--- src/hw/rtl/mbe_pkg.sv ---
package mbe_pkg;

  localparam int COORD_WIDTH = 32;
  localparam int FRAC_BITS   = 28;
  localparam int COUNT_WIDTH = 10;

  localparam int CFG_INDEX_WIDTH = 3;
  localparam int CFG_DATA_WIDTH  = 32;
  localparam int ITER_WIDTH      = 10;
  localparam int STEP_WIDTH      = 31;
  localparam int START_WIDTH     = 32;

  typedef enum logic [CFG_INDEX_WIDTH-1:0] {
    REG_START_X = 3'd0,
    REG_START_Y = 3'd1,
    REG_X_STEP  = 3'd2,
    REG_Y_STEP  = 3'd3,
    REG_MAX_IT  = 3'd4
  } reg_idx_e;

  localparam logic signed [START_WIDTH-1:0] START_X_RESET  = 32'shE000_0000;
  localparam logic signed [START_WIDTH-1:0] START_Y_RESET  = 32'sd201326592;
  localparam logic [STEP_WIDTH-1:0]         X_STEP_RESET   = 31'd10066329;
  localparam logic [STEP_WIDTH-1:0]         Y_STEP_RESET   = 31'd16710107;
  localparam logic [ITER_WIDTH-1:0]         MAX_IT_RESET   = 10'd40;

  localparam int GLYPH_CYCLE = 5;
  localparam int COLOR_CYCLE = 6;
  localparam int COLOR_BASE  = 2;

  localparam logic [7:0] GLYPH_DOT    = 8'h2E;
  localparam logic [7:0] GLYPH_COMMA  = 8'h2C;
  localparam logic [7:0] GLYPH_STAR   = 8'h2A;
  localparam logic [7:0] GLYPH_DOLLAR = 8'h24;
  localparam logic [7:0] GLYPH_AT     = 8'h40;
  localparam logic [7:0] GLYPH_HASH   = 8'h23;
  localparam logic [7:0] GLYPH_PCT    = 8'h25;

  typedef struct packed {
    logic signed [START_WIDTH-1:0] start_x;
    logic signed [START_WIDTH-1:0] start_y;
    logic [STEP_WIDTH-1:0]         x_step;
    logic [STEP_WIDTH-1:0]         y_step;
    logic [ITER_WIDTH-1:0]         max_it;
  } cfg_t;

endpackage

--- src/hw/rtl/mbe_intf.sv ---
interface mbe_in_if;
  logic       valid;
  logic       ready;
  logic [9:0] column;
  logic [9:0] row;

  modport source (output valid, output column, output row, input ready);
  modport sink (input valid, input column, input row, output ready);
endinterface

interface mbe_out_if;
  logic                          valid;
  logic                          ready;
  logic [mbe_pkg::ITER_WIDTH-1:0] iterations;
  logic                          inside_res;
  logic [7:0]                    glyph;
  logic [2:0]                    palette;

  modport source (output valid, output iterations, output inside_res, output glyph,
                  output palette, input ready);
  modport sink (input valid, input iterations, input inside_res, input glyph,
                input palette, output ready);
endinterface

interface mbe_cfg_if;
  logic                               valid;
  logic                               ready;
  logic [mbe_pkg::CFG_INDEX_WIDTH-1:0] index;
  logic [mbe_pkg::CFG_DATA_WIDTH-1:0]  data;

  modport source (output valid, output index, output data, input ready);
  modport sink (input valid, input index, input data, output ready);
endinterface

--- src/hw/rtl/mandelbrot_escape_time_pixel_top.sv ---
// one cell at a time; a new cell is taken only once the last result is in the output register
// each iteration runs on the one shared coordinate multiplier, which also maps the cell to c
// (x*x, y*y, x*y, then compare and update); the result then moves to the output register,
// and a stalled result holds off the next cell
// reset: asynchronous active-low; control and output registers return to their defaults, no result pending
module mandelbrot_escape_time_pixel_top #(
  parameter int COORD_WIDTH = mbe_pkg::COORD_WIDTH,
  parameter int FRAC_BITS   = mbe_pkg::FRAC_BITS,
  parameter int COUNT_WIDTH = mbe_pkg::COUNT_WIDTH
) (
  input  logic      clk_i,
  input  logic      rst_ni,
  mbe_in_if.sink    in_i,
  mbe_out_if.source out_o,
  mbe_cfg_if.sink   cfg_i
);

  mbe_pkg::cfg_t regs;

  mbe_cfg u_cfg (
    .clk_i  (clk_i),
    .rst_ni (rst_ni),
    .cfg_i  (cfg_i),
    .regs_o (regs)
  );

  mbe_core #(
    .COORD_WIDTH (COORD_WIDTH),
    .FRAC_BITS   (FRAC_BITS),
    .COUNT_WIDTH (COUNT_WIDTH)
  ) u_core (
    .clk_i  (clk_i),
    .rst_ni (rst_ni),
    .cfg_i  (regs),
    .in_i   (in_i),
    .out_o  (out_o)
  );

endmodule

--- src/hw/rtl/mbe_cfg.sv ---
module mbe_cfg (
  input  logic            clk_i,
  input  logic            rst_ni,
  mbe_cfg_if.sink         cfg_i,
  output mbe_pkg::cfg_t   regs_o
);

  mbe_pkg::cfg_t regs_q;

  assign cfg_i.ready = 1'b1;
  assign regs_o      = regs_q;

  always_ff @(posedge clk_i or negedge rst_ni) begin
    if (!rst_ni) begin
      regs_q.start_x <= mbe_pkg::START_X_RESET;
      regs_q.start_y <= mbe_pkg::START_Y_RESET;
      regs_q.x_step  <= mbe_pkg::X_STEP_RESET;
      regs_q.y_step  <= mbe_pkg::Y_STEP_RESET;
      regs_q.max_it  <= mbe_pkg::MAX_IT_RESET;
    end else if (cfg_i.valid) begin
      unique case (cfg_i.index)
        mbe_pkg::REG_START_X: regs_q.start_x <= cfg_i.data[mbe_pkg::START_WIDTH-1:0];
        mbe_pkg::REG_START_Y: regs_q.start_y <= cfg_i.data[mbe_pkg::START_WIDTH-1:0];
        mbe_pkg::REG_X_STEP:  regs_q.x_step  <= cfg_i.data[mbe_pkg::STEP_WIDTH-1:0];
        mbe_pkg::REG_Y_STEP:  regs_q.y_step  <= cfg_i.data[mbe_pkg::STEP_WIDTH-1:0];
        mbe_pkg::REG_MAX_IT:  regs_q.max_it  <= cfg_i.data[mbe_pkg::ITER_WIDTH-1:0];
        default: ;
      endcase
    end
  end

endmodule

--- src/hw/rtl/mbe_mul.sv ---
module mbe_mul #(
  parameter int OPW = mbe_pkg::COORD_WIDTH + 1
) (
  input  logic                    clk_i,
  input  logic signed [OPW-1:0]   a_i,
  input  logic signed [OPW-1:0]   b_i,
  output logic signed [2*OPW-1:0] p_o
);

  logic signed [2*OPW-1:0] p_q;

  always_ff @(posedge clk_i) begin
    p_q <= (2*OPW)'(a_i) * (2*OPW)'(b_i);
  end

  assign p_o = p_q;

endmodule

--- src/hw/rtl/mbe_core.sv ---
module mbe_core #(
  parameter int COORD_WIDTH = mbe_pkg::COORD_WIDTH,
  parameter int FRAC_BITS   = mbe_pkg::FRAC_BITS,
  parameter int COUNT_WIDTH = mbe_pkg::COUNT_WIDTH
) (
  input  logic           clk_i,
  input  logic           rst_ni,
  input  mbe_pkg::cfg_t  cfg_i,
  mbe_in_if.sink         in_i,
  mbe_out_if.source      out_o
);

  localparam int CW  = COORD_WIDTH;
  localparam int F   = FRAC_BITS;
  localparam int NW  = COUNT_WIDTH;
  localparam int OPW = CW + 1;
  localparam int PW  = 2 * OPW;
  localparam int EW  = PW + F;
  localparam int THW = (PW + 1 > 2 * F + 3) ? PW + 1 : 2 * F + 3;
  localparam int SXW = (CW > mbe_pkg::START_WIDTH) ? CW : mbe_pkg::START_WIDTH;
  localparam int STW = (CW > mbe_pkg::STEP_WIDTH) ? CW : mbe_pkg::STEP_WIDTH;

  typedef enum logic [2:0] {
    S_IDLE,
    S_MAPX,
    S_MAPY,
    S_MAPC,
    S_MULX,
    S_MULY,
    S_MULXY,
    S_STEP
  } state_e;

  state_e state_q, state_d;
  logic   fin_q, fin_d;

  logic [9:0]      col_q, col_d, row_q, row_d;
  logic [CW-1:0]   cx_q, cx_d, cy_q, cy_d, x_q, x_d, y_q, y_d;
  logic [PW-1:0]   xx_q, xx_d;
  logic signed [PW-1:0] diff_q, diff_d;
  logic            esc_q, esc_d;
  logic [NW-1:0]   cnt_q, cnt_d;
  logic [2:0]      mod_q, mod_d, div_q, div_d;

  logic                            out_valid_q, out_valid_d;
  logic [mbe_pkg::ITER_WIDTH-1:0]  iter_q, iter_d;
  logic                            inside_q, inside_d;
  logic [7:0]                      glyph_q, glyph_d;
  logic [2:0]                      color_q, color_d;

  logic signed [OPW-1:0] op_a, op_b;
  logic signed [PW-1:0]  prod;
  logic [PW-1:0]         prod_u;
  logic signed [SXW-1:0] sx_ext, sy_ext;
  logic [STW-1:0]        xs_ext, ys_ext;
  logic signed [EW-1:0]  diff_ext, xy_ext;
  logic [THW-1:0]        sq_sum, thr;
  logic [NW-1:0]         max_n;
  logic                  at_limit;
  logic [7:0]            sym;

  mbe_mul #(.OPW(OPW)) u_mul (
    .clk_i (clk_i),
    .a_i   (op_a),
    .b_i   (op_b),
    .p_o   (prod)
  );

  assign prod_u   = $unsigned(prod);
  assign sx_ext   = SXW'(cfg_i.start_x);
  assign sy_ext   = SXW'(cfg_i.start_y);
  assign xs_ext   = STW'(cfg_i.x_step);
  assign ys_ext   = STW'(cfg_i.y_step);
  assign diff_ext = EW'(diff_q);
  assign xy_ext   = EW'(prod);
  assign sq_sum   = THW'(xx_q) + THW'(prod_u);
  assign thr      = THW'(1) << (2 * F + 2);
  assign max_n    = NW'(cfg_i.max_it);
  assign at_limit = (cnt_q >= max_n);

  always_comb begin
    case (mod_q)
      3'd0:    sym = mbe_pkg::GLYPH_STAR;
      3'd1:    sym = mbe_pkg::GLYPH_DOLLAR;
      3'd2:    sym = mbe_pkg::GLYPH_AT;
      3'd3:    sym = mbe_pkg::GLYPH_HASH;
      default: sym = mbe_pkg::GLYPH_PCT;
    endcase
  end

  assign in_i.ready       = (state_q == S_IDLE) && !fin_q;
  assign out_o.valid      = out_valid_q;
  assign out_o.iterations = iter_q;
  assign out_o.inside_res = inside_q;
  assign out_o.glyph      = glyph_q;
  assign out_o.palette    = color_q;

  always_comb begin
    state_d     = state_q;
    fin_d       = fin_q;
    col_d       = col_q;
    row_d       = row_q;
    cx_d        = cx_q;
    cy_d        = cy_q;
    x_d         = x_q;
    y_d         = y_q;
    xx_d        = xx_q;
    diff_d      = diff_q;
    esc_d       = esc_q;
    cnt_d       = cnt_q;
    mod_d       = mod_q;
    div_d       = div_q;
    out_valid_d = out_valid_q && !out_o.ready;
    iter_d      = iter_q;
    inside_d    = inside_q;
    glyph_d     = glyph_q;
    color_d     = color_q;
    op_a        = {x_q[CW-1], x_q};
    op_b        = {x_q[CW-1], x_q};

    // result waits for a free output register
    if (fin_q && (!out_valid_q || out_o.ready)) begin
      fin_d       = 1'b0;
      out_valid_d = 1'b1;
      iter_d      = mbe_pkg::ITER_WIDTH'(cnt_q);
      inside_d    = at_limit;
      if (at_limit) begin
        glyph_d = 8'd0;
        color_d = 3'd0;
      end else begin
        if (cnt_q < NW'(3)) begin
          glyph_d = mbe_pkg::GLYPH_DOT;
        end else if (cnt_q == NW'(3)) begin
          glyph_d = mbe_pkg::GLYPH_COMMA;
        end else begin
          glyph_d = sym;
        end
        color_d = div_q + 3'(mbe_pkg::COLOR_BASE);
      end
    end

    unique case (state_q)
      S_IDLE: begin
        if (in_i.valid && !fin_q) begin
          col_d   = in_i.column;
          row_d   = in_i.row;
          state_d = S_MAPX;
        end
      end
      S_MAPX: begin
        op_a    = {1'b0, CW'(col_q)};
        op_b    = {1'b0, xs_ext[CW-1:0]};
        state_d = S_MAPY;
      end
      S_MAPY: begin
        op_a    = {1'b0, CW'(row_q)};
        op_b    = {1'b0, ys_ext[CW-1:0]};
        cx_d    = sx_ext[CW-1:0] + prod_u[CW-1:0];
        x_d     = sx_ext[CW-1:0] + prod_u[CW-1:0];
        state_d = S_MAPC;
      end
      S_MAPC: begin
        cy_d    = sy_ext[CW-1:0] - prod_u[CW-1:0];
        y_d     = sy_ext[CW-1:0] - prod_u[CW-1:0];
        cnt_d   = '0;
        mod_d   = 3'd0;
        div_d   = 3'd0;
        state_d = S_MULY;
      end
      S_MULX: begin
        state_d = S_MULY;
      end
      S_MULY: begin
        op_a    = {y_q[CW-1], y_q};
        op_b    = {y_q[CW-1], y_q};
        xx_d    = prod_u;
        state_d = S_MULXY;
      end
      S_MULXY: begin
        op_a    = {x_q[CW-1], x_q};
        op_b    = {y_q[CW-1], y_q};
        diff_d  = $signed(xx_q - prod_u);
        esc_d   = (sq_sum > thr);
        state_d = S_STEP;
      end
      S_STEP: begin
        if (esc_q || at_limit) begin
          fin_d   = 1'b1;
          state_d = S_IDLE;
        end else begin
          x_d   = diff_ext[F+CW-1:F] + cx_q;
          y_d   = xy_ext[F+CW-2:F-1] + cy_q;
          cnt_d = cnt_q + NW'(1);
          if (mod_q == 3'(mbe_pkg::GLYPH_CYCLE - 1)) begin
            mod_d = 3'd0;
            div_d = (div_q == 3'(mbe_pkg::COLOR_CYCLE - 1)) ? 3'd0 : div_q + 3'd1;
          end else begin
            mod_d = mod_q + 3'd1;
          end
          state_d = S_MULX;
        end
      end
      default: state_d = S_IDLE;
    endcase
  end

  always_ff @(posedge clk_i or negedge rst_ni) begin
    if (!rst_ni) begin
      state_q     <= S_IDLE;
      fin_q       <= 1'b0;
      out_valid_q <= 1'b0;
      iter_q      <= '0;
      inside_q    <= 1'b0;
      glyph_q     <= 8'd0;
      color_q     <= 3'd0;
    end else begin
      state_q     <= state_d;
      fin_q       <= fin_d;
      out_valid_q <= out_valid_d;
      iter_q      <= iter_d;
      inside_q    <= inside_d;
      glyph_q     <= glyph_d;
      color_q     <= color_d;
    end
  end

  always_ff @(posedge clk_i) begin
    col_q  <= col_d;
    row_q  <= row_d;
    cx_q   <= cx_d;
    cy_q   <= cy_d;
    x_q    <= x_d;
    y_q    <= y_d;
    xx_q   <= xx_d;
    diff_q <= diff_d;
    esc_q  <= esc_d;
    cnt_q  <= cnt_d;
    mod_q  <= mod_d;
    div_q  <= div_d;
  end

endmodule
--- src/flat_wrapper.sv ---
// flat-port wrapper written by rule: the top's interface ports become plain ports
module mandelbrot_escape_time_pixel_top_flat 
#(
  parameter int COORD_WIDTH = mbe_pkg::COORD_WIDTH,
  parameter int FRAC_BITS   = mbe_pkg::FRAC_BITS,
  parameter int COUNT_WIDTH = mbe_pkg::COUNT_WIDTH
)
  (clk_i, rst_ni, in_i_valid, in_i_column, in_i_row, in_i_ready, out_o_valid, out_o_iterations, out_o_inside_res, out_o_glyph, out_o_palette, out_o_ready, cfg_i_valid, cfg_i_index, cfg_i_data, cfg_i_ready);
  mbe_in_if in_i_i ();
  mbe_out_if out_o_i ();
  mbe_cfg_if cfg_i_i ();
  input  logic clk_i;
  input  logic rst_ni;
  input wire logic [$bits(in_i_i.valid)-1:0] in_i_valid;
  input wire logic [$bits(in_i_i.column)-1:0] in_i_column;
  input wire logic [$bits(in_i_i.row)-1:0] in_i_row;
  output wire logic [$bits(in_i_i.ready)-1:0] in_i_ready;
  output wire logic [$bits(out_o_i.valid)-1:0] out_o_valid;
  output wire logic [$bits(out_o_i.iterations)-1:0] out_o_iterations;
  output wire logic [$bits(out_o_i.inside_res)-1:0] out_o_inside_res;
  output wire logic [$bits(out_o_i.glyph)-1:0] out_o_glyph;
  output wire logic [$bits(out_o_i.palette)-1:0] out_o_palette;
  input wire logic [$bits(out_o_i.ready)-1:0] out_o_ready;
  input wire logic [$bits(cfg_i_i.valid)-1:0] cfg_i_valid;
  input wire logic [$bits(cfg_i_i.index)-1:0] cfg_i_index;
  input wire logic [$bits(cfg_i_i.data)-1:0] cfg_i_data;
  output wire logic [$bits(cfg_i_i.ready)-1:0] cfg_i_ready;
  assign in_i_i.valid = in_i_valid;
  assign in_i_i.column = in_i_column;
  assign in_i_i.row = in_i_row;
  assign in_i_ready = in_i_i.ready;
  assign out_o_valid = out_o_i.valid;
  assign out_o_iterations = out_o_i.iterations;
  assign out_o_inside_res = out_o_i.inside_res;
  assign out_o_glyph = out_o_i.glyph;
  assign out_o_palette = out_o_i.palette;
  assign out_o_i.ready = out_o_ready;
  assign cfg_i_i.valid = cfg_i_valid;
  assign cfg_i_i.index = cfg_i_index;
  assign cfg_i_i.data = cfg_i_data;
  assign cfg_i_ready = cfg_i_i.ready;
  mandelbrot_escape_time_pixel_top #(.COORD_WIDTH(COORD_WIDTH), .FRAC_BITS(FRAC_BITS), .COUNT_WIDTH(COUNT_WIDTH)) u_core (.clk_i(clk_i), .rst_ni(rst_ni), .in_i(in_i_i), .out_o(out_o_i), .cfg_i(cfg_i_i));
endmodule
--- config.mk ---
export PLATFORM = sky130hd
export DESIGN_NAME = mandelbrot_escape_time_pixel_top_flat
export DESIGN_NICKNAME = d
export VERILOG_FILES = /design/src/hw/rtl/mbe_pkg.sv /design/src/hw/rtl/mbe_intf.sv /design/src/hw/rtl/mandelbrot_escape_time_pixel_top.sv /design/src/hw/rtl/mbe_cfg.sv /design/src/hw/rtl/mbe_mul.sv /design/src/hw/rtl/mbe_core.sv /design/src/flat_wrapper.sv
export SDC_FILE = /design/constraint.sdc
export NUM_CORES = 2
export LEC_CHECK = 0
export BUFFER_PORTS_ARGS = -buffer_cell sky130_fd_sc_hd__clkbuf_2
export CAP_MARGIN = 20
export CORE_MARGIN = 4
export CORE_UTILIZATION = 48
export DETAILED_ROUTE_END_ITERATION = 16
export GPL_ROUTABILITY_DRIVEN = 0
export GPL_TIMING_DRIVEN = 0
export SYNTH_ARGS = -nofsm -noshare
export SYNTH_HDL_FRONTEND = slang
export SYNTH_SLANG_ARGS = --single-unit
--- constraint.sdc ---
create_clock -name clk_i -period 21.1 [get_ports clk_i]
set_clock_uncertainty 0.05 [all_clocks]
set_input_delay 0 -clock clk_i [delete_from_list [all_inputs] [get_ports clk_i]]
set_output_delay 0 -clock clk_i [all_outputs]
set_load 0.005 [all_outputs]
==> run summary <==
outcome - finished, violations left
Total Wirelength - 249000 µm
Crit. End Element - flip-flop
largest net degree at the start of global routing - 85
commonest non-fill, non-tap cells in the layout - 1408 x inv_1, 1126 x fa_1, 842 x nor2_1
Clock Sinks - 490
RSZ-0062 raised after global routing - no
fillers - 13100
Post-DP HPWL - 207000 µm
Seq/Total Area, Yosys - 0.194
Period Utilization, post-route - 0.663
CTS H-tree lvls - 2
synthesis warning total - 0
CP Max Fanout - 10
DRT iter0 DRCs - 6226
number of global-route vias before repair - 56500
Crit path top cell by count - fa_1
final net count - 9282
final hold vios - 0
ys flop type - edfxtp_1
post-synth top area cell - fa_1
kind of critical path - flip-flop to flip-flop
routed len/inst - 26.1 µm
Placed Cells - 9365
max-cap violation count - 0
buffers added on ports - 81
CTS max path bufs - 3
Die Y-Extent - 386 µm
DR pass1 iterations - 6
clock buffer count from CTS - 54
initial antenna violation count - 17
DP Area - 71800 µm²
max incr delay on CP - 1270 ps
final cell count without fillers - 9553
post_cts resized - 0
global-route wire length before repair - 369000 µm
Period minus WS final - 14000 ps
met1 WL - 97300 µm
Slew @ Worst Pin - 1610 ps
cell area after synthesis - 68400 µm²
hold depth - 2
chip width - 386 µm
Max Freq - 71.4 MHz
Reg2Reg Setup Slack - 7100 ps
Critical Path AT - 14470 ps
Slew headroom - -0.0757
worst-skew pair later-pin latency - 650 ps
Distinct cells, synth - 98
fin. max-slew vios - 17
failing checks - slew limit
core box area - 142000 µm²
Top Ports - 85
crit path from - u_core.u_core.state_q[1]
EDFF count, synth - 263
Req. time, crit path - 21570 ps
Final TNS setup - 0 ps
Post-CTS Hold Fix Bufs - 69
DRC Markers - 0
GR Overflow Total - 0
reg2reg start - u_core.u_core.state_q[1]
GRT Overall Usage - 0.338
CTS clk-pin slew, worst paths - 60 ps
Initial Util - 0.483
Reg-to-Reg End - u_core.u_core.u_mul.p_o[65]
Avg Cell Area, Syn - 9.30 µm²
top layer in use - met5
antenna viol nets, final - 0
Worst Hold Class - input pin to flip-flop
Synth top area share - 0.330
Via density - 5.89
DR WL met2 - 108000 µm
R2R depth - 36
min-delay src - in_i_column[2]
root buffer cell - clkbuf_16
vias post-DR - 56300
cells after synthesis - 7360
met3 wire length - 27300 µm
synthesized flop and latch total - 490
TritonCTS clock tree - yes
Critical-path top delay cell - a22oi_1
Final setup viols - 0
row cnt - 138
Synth-to-Final Area Change - 8.71%
fin area - 74400 µm²
most area-consuming cells after synthesis - fa_1 33%, edfxtp_1 12%, ha_1 8.9%
post-synthesis async set-or-reset flop share - 0.329
layout cells sized above 1 - 0.0622
most common cell after layout, fill and taps aside - inv_1
die area - 149000 µm²
postcts setup bufs - 0
hold endpoint - u_core.u_core.col_q[2]
startpoint types - flip-flop
## per-stage QoR
| stage | setup slack, ps | hold slack, ps | utilization |
|---|---|---|---|
| floorplan | 9830 | -346 | - |
| global placement | 5760 | 132 | 0.503 |
| detailed placement | 7430 | 40.6 | 0.507 |
| CTS | 7470 | 15.6 | 0.525 |
| global route | 6750 | 25.0 | 0.525 |
| finish | 7100 | 45.7 | 0.525 |
## synth_stat cells (12+ instances only)
master     count
o31ai_1       32
dfstp_2       38
o22ai_1       20
buf_1         26
clkbuf_1     266
o21ai_1       32
o21bai_1      45
a22oi_1       70
a22o_1        24
o21ai_0      209
fa_1        1127
a211oi_1      36
ha_1         488
edfxtp_1     263
o211ai_1      16
inv_1       1409
mux2_2       145
nor2b_1       47
or2_2         25
dfrtp_1      123
or3_1         26
a21o_1       116
nand4_1       41
and3_1        48
dfxtp_1       66
xor2_1        71
nand3_1       90
nand2b_1      76
mux2i_1       34
nor3_1        70
and2_1        23
a31oi_1       32
a21oi_1      267
nor2_1       843
nand2_1      668
o2111ai_1     12
a311oi_1      12
o21a_1        48
a2111oi_0     12
nor4_1        40
xnor2_1      149
## registers in the layout (all words and copies together), names as in the netlist, 3 cells and up
register / flops
u_core.u_core.x_q: 32
u_core.u_core.out_o.iterations: 10
u_core.u_core.diff_q: 32
u_core.u_core.cnt_q: 10
u_core.u_core.col_q: 10
u_core.u_core.row_q: 10
u_core.u_core.y_q: 32
u_core.u_core.u_mul.p_o: 66
u_core.u_core.div_q: 3
u_core.u_core.mod_q: 3
u_core.u_core.cy_q: 32
u_core.u_core.xx_q: 66
u_core.u_core.out_o.palette: 3
u_core.u_core.cx_q: 32
u_core.u_core.out_o.glyph: 6
u_core.u_cfg.regs_o: 136
u_core.u_core.state_q: 3
## per-layer routing
layer | GRT usage | vias up
met1 | 0.454 | 28300
met4 | 0.180 | 6
li1 | - | 24000
met2 | 0.511 | 3241
met3 | 0.0763 | 739
met5 | 0 | -
## worst max-delay path by stage
stage	end	slack, ps
3_3_place_gp	u_core.u_core.u_mul.p_o[65]	5760
5_1_grt	u_core.u_core.u_mul.p_o[65]	6750
4_1_cts	u_core.u_core.u_mul.p_o[65]	7470
2_1_floorplan	u_core.u_core.u_mul.p_o[65]	9830
6_report	u_core.u_core.u_mul.p_o[65]	7100
3_5_place_dp	u_core.u_core.u_mul.p_o[65]	7430
## critical path, delay by kind of cell, from the launching register on
| kind | cells | cell delay, ps |
|---|---|---|
| flip-flops | 1 | 410 |
| buffers and inverters | 10 | 2960 |
| adder cells (fa/ha/maj) | 10 | 4480 |
| AO/OA/AOI/OAI | 10 | 3790 |
| AND/OR/NAND/NOR | 6 | 2170 |
## cells by family (layout without fill, tap and decap cells)
family | count (synthesis) | after routing | share of synthesized area
AO/OA/AOI/OAI | 1101 | 1101 | 0.106
XOR/XNOR | 220 | 220 | 0.0282
other | 2 | 13 | 0.000110
flip-flops | 490 | 490 | 0.194
adder cells (fa/ha/maj) | 1615 | 1615 | 0.419
multiplexers | 179 | 179 | 0.0288
buffers and inverters | 1716 | 2008 | 0.0945
AND/OR/NAND/NOR | 2037 | 2037 | 0.129
## layout make-up
cell class / count / area [µm²] / area share
antenna: 10 / 25.0 / 0.000336
buffer: 301 / 1160 / 0.0156
clock buffer: 78 / 1610 / 0.0216
clock inverter: 24 / 235 / 0.00316
inverter: 1415 / 5310 / 0.0714
multi-input combinational: 5155 / 48700 / 0.655
sequential: 490 / 13300 / 0.179
tap: 1890 / 2360 / 0.0318
timing repair buffer: 190 / 1670 / 0.0224
Power is left out: the tool's default activity adds up to more than one toggle a clock period on the data nets, which glitch-free logic cannot reach.
